## src/hdl/ael_pkg.sv

```systemverilog
// shared types and constants for the arithmetic expression lexer
// no dependencies; imported by every lexer module
package ael_pkg;

  // default width of a decoded number value
  localparam int unsigned VALUE_BITS = 31;

  // entries in the queue between the front and the back
  localparam int unsigned QUEUE_DEPTH = 2;

  // character codes that the front recognizes
  localparam logic [7:0] CHAR_ZERO  = 8'h30;
  localparam logic [7:0] CHAR_NINE  = 8'h39;
  localparam logic [7:0] CHAR_PLUS  = 8'h2b;
  localparam logic [7:0] CHAR_MINUS = 8'h2d;
  localparam logic [7:0] CHAR_STAR  = 8'h2a;
  localparam logic [7:0] CHAR_SLASH = 8'h2f;

  // token kinds as they leave the block
  typedef enum logic [2:0] {
    KIND_NUMBER = 3'd0,
    KIND_PLUS   = 3'd1,
    KIND_MINUS  = 3'd2,
    KIND_MUL    = 3'd3,
    KIND_DIV    = 3'd4,
    KIND_END    = 3'd5
  } token_kind_e;

  // tokens caused by one input transfer, in output order: number, operator, end
  typedef struct packed {
    logic        num_v;
    logic        num_sat;
    logic        op_v;
    token_kind_e op_kind;
    logic        end_v;
  } tok_ctrl_t;

endpackage

```

## src/hdl/arith_expression_lexer_top.sv

```systemverilog
// arithmetic expression lexer, top level: front, record queue, back
// the first token of an item passes through the record queue and then the output register
// throughput: one input byte per cycle while each byte yields at most one token
// and the output is ready; the back emits one token per cycle while not stalled,
// so the record queue absorbs items that yield two or three tokens
// reset: asynchronous, clears the number state, the queue and the output valid flag
module arith_expression_lexer_top #(
  parameter int unsigned ValueBits = ael_pkg::VALUE_BITS
) (
  input  logic                              clk_i,
  input  logic                              rst_ni,
  input  logic                              s_axis_tvalid_i,
  output logic                              s_axis_tready_o,
  input  logic [7:0]                        s_axis_tdata_i,  // [7:0] char_byte
  input  logic                              s_axis_tuser_i,  // [0] char_present
  input  logic                              s_axis_tlast_i,  // text_end
  output logic                              m_axis_tvalid_o,
  input  logic                              m_axis_tready_i,
  // [ValueBits-1:0] number_value, [ValueBits] value_saturated, zero pad above
  output logic [((ValueBits + 8) / 8)*8-1:0] m_axis_tdata_o,
  output logic [2:0]                        m_axis_tuser_o,  // [2:0] token_kind
  output logic                              m_axis_tlast_o   // run_last
);
  import ael_pkg::*;

  localparam int unsigned CtrlW  = $bits(tok_ctrl_t);
  localparam int unsigned RecW   = CtrlW + ValueBits;
  localparam int unsigned OutW   = ((ValueBits + 8) / 8) * 8;

  logic                 accept;
  logic                 push;
  logic                 pop;
  logic                 q_full;
  logic                 q_empty;
  tok_ctrl_t            front_ctrl;
  logic [ValueBits-1:0] front_value;
  logic [RecW-1:0]      q_rdata;
  tok_ctrl_t            head_ctrl;
  logic [ValueBits-1:0] head_value;
  token_kind_e          tok_kind;
  logic [ValueBits-1:0] tok_value;
  logic                 tok_sat;

  assign s_axis_tready_o = !q_full;
  assign accept          = s_axis_tvalid_i && !q_full;

  ael_front #(.ValueBits(ValueBits)) u_front (
    .clk_i          (clk_i),
    .rst_ni         (rst_ni),
    .accept_i       (accept),
    .char_byte_i    (s_axis_tdata_i),
    .char_present_i (s_axis_tuser_i),
    .text_end_i     (s_axis_tlast_i),
    .push_o         (push),
    .rec_ctrl_o     (front_ctrl),
    .rec_value_o    (front_value)
  );

  ael_queue #(.DataW(RecW), .Depth(QUEUE_DEPTH)) u_queue (
    .clk_i   (clk_i),
    .rst_ni  (rst_ni),
    .push_i  (push),
    .wdata_i ({front_ctrl, front_value}),
    .pop_i   (pop),
    .rdata_o (q_rdata),
    .full_o  (q_full),
    .empty_o (q_empty)
  );

  // split the head record
  assign head_ctrl  = tok_ctrl_t'(q_rdata[RecW-1:ValueBits]);
  assign head_value = q_rdata[ValueBits-1:0];

  ael_back #(.ValueBits(ValueBits)) u_back (
    .clk_i       (clk_i),
    .rst_ni      (rst_ni),
    .rec_valid_i (!q_empty),
    .rec_ctrl_i  (head_ctrl),
    .rec_value_i (head_value),
    .pop_o       (pop),
    .tok_valid_o (m_axis_tvalid_o),
    .tok_ready_i (m_axis_tready_i),
    .tok_kind_o  (tok_kind),
    .tok_value_o (tok_value),
    .tok_sat_o   (tok_sat),
    .tok_last_o  (m_axis_tlast_o)
  );

  // output packing
  assign m_axis_tdata_o = OutW'({tok_sat, tok_value});
  assign m_axis_tuser_o = tok_kind;

endmodule

```

## src/hdl/ael_front.sv

```systemverilog
// lexer front: classifies input bytes, accumulates digits, builds token records
// depends on ael_pkg
module ael_front #(
  parameter int unsigned ValueBits = ael_pkg::VALUE_BITS
) (
  input  logic                  clk_i,
  input  logic                  rst_ni,
  input  logic                  accept_i,
  input  logic [7:0]            char_byte_i,
  input  logic                  char_present_i,
  input  logic                  text_end_i,
  output logic                  push_o,
  output ael_pkg::tok_ctrl_t    rec_ctrl_o,
  output logic [ValueBits-1:0]  rec_value_o
);
  import ael_pkg::*;

  localparam int unsigned ProdW = ValueBits + 4;
  localparam logic [ValueBits-1:0] ValueMax = {ValueBits{1'b1}};

  logic                 in_number_q, in_number_d;
  logic [ValueBits-1:0] acc_q, acc_d;
  logic                 ovf_q, ovf_d;

  logic                 is_digit;
  logic [3:0]           digit;
  logic [ProdW-1:0]     acc_ext;
  logic [ProdW-1:0]     prod;
  logic                 prod_ovf;
  logic [ValueBits-1:0] acc_next;
  logic                 ovf_next;
  logic                 flush_mid;
  logic                 flush_end;
  tok_ctrl_t            ctrl;

  // digit classification and value*10+digit with saturation
  always_comb begin
    is_digit = char_present_i && (char_byte_i inside {[CHAR_ZERO:CHAR_NINE]});
    digit    = 4'(char_byte_i - CHAR_ZERO);
    acc_ext  = ProdW'(acc_q);
    prod     = (acc_ext << 3) + (acc_ext << 1) + ProdW'(digit);
    prod_ovf = |prod[ProdW-1:ValueBits];
    acc_next = prod_ovf ? ValueMax : prod[ValueBits-1:0];
    ovf_next = ovf_q | prod_ovf;
  end

  // token record for this transfer
  always_comb begin
    flush_mid = char_present_i && !is_digit && in_number_q;
    flush_end = text_end_i && (is_digit || (!char_present_i && in_number_q));

    ctrl         = '0;
    ctrl.op_kind = KIND_PLUS;
    ctrl.num_v   = flush_mid || flush_end;
    ctrl.num_sat = is_digit ? ovf_next : ovf_q;
    ctrl.end_v   = text_end_i;
    if (char_present_i) begin
      case (char_byte_i)
        CHAR_PLUS:  begin ctrl.op_v = 1'b1; ctrl.op_kind = KIND_PLUS;  end
        CHAR_MINUS: begin ctrl.op_v = 1'b1; ctrl.op_kind = KIND_MINUS; end
        CHAR_STAR:  begin ctrl.op_v = 1'b1; ctrl.op_kind = KIND_MUL;   end
        CHAR_SLASH: begin ctrl.op_v = 1'b1; ctrl.op_kind = KIND_DIV;   end
        default:    ctrl.op_v = 1'b0;
      endcase
    end
    rec_ctrl_o  = ctrl;
    rec_value_o = is_digit ? acc_next : acc_q;
    push_o      = accept_i && (ctrl.num_v || ctrl.op_v || ctrl.end_v);
  end

  // number state update
  always_comb begin
    in_number_d = in_number_q;
    acc_d       = acc_q;
    ovf_d       = ovf_q;
    if (accept_i) begin
      if (text_end_i || (char_present_i && !is_digit)) begin
        in_number_d = 1'b0;
        acc_d       = '0;
        ovf_d       = 1'b0;
      end else if (is_digit) begin
        in_number_d = 1'b1;
        acc_d       = acc_next;
        ovf_d       = ovf_next;
      end
    end
  end

  always_ff @(posedge clk_i or negedge rst_ni) begin
    if (!rst_ni) begin
      in_number_q <= 1'b0;
      acc_q       <= '0;
      ovf_q       <= 1'b0;
    end else begin
      in_number_q <= in_number_d;
      acc_q       <= acc_d;
      ovf_q       <= ovf_d;
    end
  end

endmodule

```

## src/hdl/ael_queue.sv

```systemverilog
// small fifo of token records between the lexer front and back
// depends on ael_pkg for the default depth
module ael_queue #(
  parameter int unsigned DataW = 8,
  parameter int unsigned Depth = ael_pkg::QUEUE_DEPTH
) (
  input  logic             clk_i,
  input  logic             rst_ni,
  input  logic             push_i,
  input  logic [DataW-1:0] wdata_i,
  input  logic             pop_i,
  output logic [DataW-1:0] rdata_o,
  output logic             full_o,
  output logic             empty_o
);
  import ael_pkg::*;

  localparam int unsigned PtrW = (Depth > 1) ? $clog2(Depth) : 1;
  localparam int unsigned CntW = $clog2(Depth + 1);
  localparam logic [PtrW-1:0] PtrLast = PtrW'(Depth - 1);
  localparam logic [CntW-1:0] CntFull = CntW'(Depth);

  logic [DataW-1:0] mem_q [Depth];
  logic [PtrW-1:0]  wr_ptr_q, wr_ptr_d;
  logic [PtrW-1:0]  rd_ptr_q, rd_ptr_d;
  logic [CntW-1:0]  count_q, count_d;

  assign full_o  = (count_q == CntFull);
  assign empty_o = (count_q == '0);
  assign rdata_o = mem_q[rd_ptr_q];

  // pointer and fill count update
  always_comb begin
    wr_ptr_d = wr_ptr_q;
    rd_ptr_d = rd_ptr_q;
    count_d  = count_q;
    if (push_i) begin
      wr_ptr_d = (wr_ptr_q == PtrLast) ? '0 : wr_ptr_q + 1'b1;
    end
    if (pop_i) begin
      rd_ptr_d = (rd_ptr_q == PtrLast) ? '0 : rd_ptr_q + 1'b1;
    end
    if (push_i && !pop_i) begin
      count_d = count_q + 1'b1;
    end else if (pop_i && !push_i) begin
      count_d = count_q - 1'b1;
    end
  end

  always_ff @(posedge clk_i or negedge rst_ni) begin
    if (!rst_ni) begin
      wr_ptr_q <= '0;
      rd_ptr_q <= '0;
      count_q  <= '0;
    end else begin
      wr_ptr_q <= wr_ptr_d;
      rd_ptr_q <= rd_ptr_d;
      count_q  <= count_d;
    end
  end

  // storage, no reset
  always_ff @(posedge clk_i) begin
    if (push_i) begin
      mem_q[wr_ptr_q] <= wdata_i;
    end
  end

endmodule

```

## src/hdl/ael_back.sv

```systemverilog
// lexer back: walks the head token record and emits one token per transfer
// depends on ael_pkg
module ael_back #(
  parameter int unsigned ValueBits = ael_pkg::VALUE_BITS
) (
  input  logic                     clk_i,
  input  logic                     rst_ni,
  input  logic                     rec_valid_i,
  input  ael_pkg::tok_ctrl_t       rec_ctrl_i,
  input  logic [ValueBits-1:0]     rec_value_i,
  output logic                     pop_o,
  output logic                     tok_valid_o,
  input  logic                     tok_ready_i,
  output ael_pkg::token_kind_e     tok_kind_o,
  output logic [ValueBits-1:0]     tok_value_o,
  output logic                     tok_sat_o,
  output logic                     tok_last_o
);
  import ael_pkg::*;

  logic                 num_done_q, num_done_d;
  logic                 op_done_q, op_done_d;
  logic                 valid_q, valid_d;
  token_kind_e          kind_q, kind_d;
  logic [ValueBits-1:0] value_q, value_d;
  logic                 sat_q, sat_d;
  logic                 last_q, last_d;

  logic slot_free;
  logic load;
  logic num_pend;
  logic op_pend;

  assign slot_free = !valid_q || tok_ready_i;
  assign load      = slot_free && rec_valid_i;
  assign num_pend  = rec_ctrl_i.num_v && !num_done_q;
  assign op_pend   = rec_ctrl_i.op_v && !op_done_q;

  // pick the next token of the head record
  always_comb begin
    num_done_d = num_done_q;
    op_done_d  = op_done_q;
    valid_d    = valid_q && !tok_ready_i;
    kind_d     = kind_q;
    value_d    = value_q;
    sat_d      = sat_q;
    last_d     = last_q;
    pop_o      = 1'b0;
    if (load) begin
      valid_d = 1'b1;
      value_d = '0;
      sat_d   = 1'b0;
      if (num_pend) begin
        kind_d     = KIND_NUMBER;
        value_d    = rec_value_i;
        sat_d      = rec_ctrl_i.num_sat;
        last_d     = !rec_ctrl_i.op_v && !rec_ctrl_i.end_v;
        num_done_d = 1'b1;
      end else if (op_pend) begin
        kind_d    = rec_ctrl_i.op_kind;
        last_d    = !rec_ctrl_i.end_v;
        op_done_d = 1'b1;
      end else begin
        kind_d = KIND_END;
        last_d = 1'b1;
      end
      // record finished: release it and start fresh on the next one
      if (last_d) begin
        pop_o      = 1'b1;
        num_done_d = 1'b0;
        op_done_d  = 1'b0;
      end
    end
  end

  always_ff @(posedge clk_i or negedge rst_ni) begin
    if (!rst_ni) begin
      num_done_q <= 1'b0;
      op_done_q  <= 1'b0;
      valid_q    <= 1'b0;
    end else begin
      num_done_q <= num_done_d;
      op_done_q  <= op_done_d;
      valid_q    <= valid_d;
    end
  end

  // output payload, no reset
  always_ff @(posedge clk_i) begin
    kind_q  <= kind_d;
    value_q <= value_d;
    sat_q   <= sat_d;
    last_q  <= last_d;
  end

  assign tok_valid_o = valid_q;
  assign tok_kind_o  = kind_q;
  assign tok_value_o = value_q;
  assign tok_sat_o   = sat_q;
  assign tok_last_o  = last_q;

endmodule

```

## config.mk

```make
export PLATFORM = sky130hd
export DESIGN_NAME = arith_expression_lexer_top
export DESIGN_NICKNAME = d
export VERILOG_FILES = /design/src/hdl/ael_pkg.sv /design/src/hdl/arith_expression_lexer_top.sv /design/src/hdl/ael_front.sv /design/src/hdl/ael_queue.sv /design/src/hdl/ael_back.sv
export SDC_FILE = /design/constraint.sdc
export NUM_CORES = 1
export LEC_CHECK = 0
export ABC_AREA = 1
export BUFFER_PORTS_ARGS = -buffer_cell sky130_fd_sc_hd__clkbuf_2
export CAP_MARGIN = 20
export CORE_MARGIN = 8
export CORE_UTILIZATION = 62
export DETAILED_ROUTE_END_ITERATION = 6
export GPL_ROUTABILITY_DRIVEN = 1
export PLACE_DENSITY = 0.81
export SKIP_LAST_GASP = 1
export SLEW_MARGIN = 20
export SYNTH_ARGS = -nofsm -noshare
export SYNTH_HDL_FRONTEND = slang
export SYNTH_HIERARCHICAL = 1
export SYNTH_SLANG_ARGS = --single-unit
```

## constraint.sdc

```tcl
create_clock -name clk_i -period 4.5 [get_ports clk_i]
set_clock_uncertainty 0.2 [all_clocks]
set_input_delay 0 -clock clk_i [delete_from_list [all_inputs] [get_ports clk_i]]
set_output_delay 0 -clock clk_i [all_outputs]
set_load 0.01 [all_outputs]
```

==> impl_metrics.tcl <==
set metrics [dict create \
    syn_inst 1082 \
    critPathMaxFanout 19 \
    antenna_found_initial 0 \
    drt_drc_violations_left 0 \
    core-area_um2 15000 \
    final_common_cell "nand2_1" \
    cts_tree "built" \
    place_congestion 0.988 \
    end_kind "register" \
    syn_nets 1160 \
    cts.sinks 152 \
    die_w_um 139 \
    insertion_delay_ns 0.43 \
    ys_seq_area_frac 0.464 \
    cts.htree.levels 4 \
    rsz0062_at_grt "no" \
    worst_hold_slack_ns 0.0110 \
    fmax_mhz 280 \
    cts_root_buffer "clkbuf_16" \
    maxSlewHeadroom 0.461 \
    crit_chain "ha_1 -> ha_1 -> fa_1 -> nand2_1 -> nand2_1 -> nand3b_1 -> nand2_1 -> nand2_1 -> nand2_2 -> nand2_1 -> nand3_1 -> nand2_1 -> nand2_2 -> nor2_4 -> buf_12 -> nand3_2 -> nand2_1 -> inv_1" \
    critPathKind "reg -> reg" \
    final_util 0.704 \
    synthXorXnorAreaFrac 0.0224 \
    internal_power_mw 3.26 \
    setup_tns_ns 0 \
    setup_viol 0 \
    synth_simple_gate_area_frac 0.252 \
    reg2reg_slack_ns 0.92 \
    worst_slew_pin_slew_ns 0.807 \
    drtAntennaViolNets 0 \
    grt_pass1_wl_mm 36.4 \
    switching_share 0.302 \
    n_antenna_cell 0 \
    grt.overflow.total 0 \
    start_util 0.625 \
    synth_compound_area_frac 0.0343 \
    totalWireLength_mm 22.2 \
    worstPathArrival_ns 3.56 \
    dp_hpwl_mm 15.6 \
    synth_edf_count 112 \
    worstSetupStartpointType "register" \
    power_mw 4.67 \
    final_nets 1231 \
    synth_warnings 6 \
    grt_use_total 0.235 \
    synthFlopType "edfxtp_1" \
    first_iter_violations 652 \
    slew_violations 0 \
    pwr-share-clk 0.317 \
    fp-row-count 45 \
    fillers 1085 \
    cellLeakagePower_nw 5.56 \
    required_ns 4.48 \
    critPathBufInv 2 \
    ys_async_sr_fraction 0.263 \
    pwr-share-comb 0.254 \
    vias_per_cell 5.44 \
    post_cts_buffers 0 \
    min_period_over_period 0.794 \
    period_needed_ns 3.58 \
    hold_path_class "in -> async" \
    status "complete, no violations" \
    synth-adder-area-share 0.0868 \
    ioPinCount 52 \
    hold_viol 0 \
    die-area_um2 19400 \
    cp_common_cell "nand2_1" \
    drive_above_1_share 0.170 \
    clock_path_buffers 2 \
    synth_cell_types 36 \
    postSynthAreaPerCell_um2 8.69 \
    io_buffers 51 \
    wl_per_cell_um 16.4 \
    via_count 7362 \
    cts-buffers-inserted 17 \
    ys_ff_latch 152 \
    power_frac_seq 0.430 \
    fp.dieH_um 139 \
    power_density_nw_per_um2 441 \
    synth_top_family_by_area "simple AND/OR/NAND/NOR gates" \
    path_delay_family "simple AND/OR/NAND/NOR gates" \
    clk_pin_slew_ns 0.06 \
    synthMuxAreaShare 0.0495 \
    grt_pass1_vias 7543 \
    dr.pass1.iters 5 \
    crit_path_max_incr_delay_ns 0.46 \
    power.switching_mw 1.41 \
    layout_common_cells "nand2_1, inv_1, edfxtp_1" \
    syn_to_final_growth_pct 12.5 \
    drv_cap 0 \
    ir_worst_vdd_v 0.000298 \
    synth_area_um2 9400 \
    grt_max_degree 45 \
    crit_path_top_delay_cell "dfrtp_1" \
]
worst paths after layout:
check	end	cells past startpoint	start
worst min register to register	u_queue/count_q[1]	2	u_queue/count_q[1]
worst max-delay path	u_queue/mem_q[0][19]	18	u_front/acc_q[1]
min in group clk_i	u_queue/mem_q[0][35]	5	s_axis_tdata_i[5]
worst min-delay path	u_front/acc_q[9]	3	rst_ni
worst max register to register	u_queue/mem_q[0][19]	18	u_front/acc_q[1]
max in group asynchronous	u_front/acc_q[20]	3	rst_ni
per-layer routing:
metal  vias up  global-route usage  share of wire
met5         -                   0              0
li1       3583                   -              -
met2       283               0.391           0.48
met4         0               0.114          0.026
met3        51              0.0499          0.064
met1      3445               0.285           0.43
area by class of cell:
class	count	area [µm²]	area share
multi-input combinational	724	4200	0.397
inverter	182	683	0.0646
tap	188	235	0.0222
sequential	152	4360	0.413
clock buffer	19	433	0.0409
clock inverter	13	176	0.0167
timing repair buffer	76	490	0.0464
cells in the mapped netlist (3+ instances only):
master    instances  area [µm²]
a21oi_1          33         165
a21oi_2           3        26.3
and2_1            7        43.8
buf_4             9        67.6
buf_6             3        33.8
clkbuf_1         10        37.5
dfrtp_1          40        1000
edfxtp_1        112        3360
ha_1             62         776
inv_1           179         672
inv_2             3        11.3
mux2_2           28         315
mux2_4           10         150
nand2_1         304        1140
nand2_2          10        62.6
nand3_1          46         230
nand3_2          17         170
nand3b_1          4        30.0
nand4_1           5        31.3
nor2_1          107         402
nor3_1            4        20.0
o21ai_0          15        75.1
o21bai_1          4        30.0
or2_2            27         169
xnor2_1          14         123
xor2_1           10        87.6
registers in the layout (all words and copies together), names as in the netlist, 2 cells and up:
signal	cells
u_queue/mem_q	76
u_back/tok_kind_o	3
u_back/tok_value_o	31
u_front/acc_q	31
u_queue/count_q	2
stage by stage:
step           cells  cell area (µm²)  setup slack (ns)
2_1_floorplan   1082             9400             0.874
3_3_place_gp    1308             9830              1.06
3_5_place_dp    1308             9830             0.959
4_1_cts         1354            10600             0.941
5_1_grt         1354            10600             0.706
6_report        1354            10600             0.925
worst min-delay path, delay by kind of cell:
| kind | cells | cell delay (ns) |
|---|---|---|
| buffers and inverters | 3 | 1.11 |
kinds of logic after synthesis:
family,Yosys count
xor+xnor,24
compound gates,59
simple gates,539
fa+ha+maj,64
mux,38
buf+inv,206
flops,152
timing repair:
| action | 4_1_cts | 5_1_grt |
|---|---|---|
| gates resized for setup | 0 | 0 |
| endpoints found under the setup margin | 0 | 0 |
| hold endpoints to repair | 57 | 0 |
| hold buffers | 14 | 0 |
power by group through the flow:
stage | combinational, mW | clock (mW) | sequential (mW)
after global routing | 1.29 | 1.54 | 2.03
after global placement | 1.13 | 0 | 2.01
after detailed placement | 1.16 | 0 | 2.03
after CTS | 1.18 | 1.49 | 2.01
final | 1.18 | 1.48 | 2.01
after floorplan | 0.751 | 0 | 2.08
Note: power is estimated with default switching activity, not from simulation.
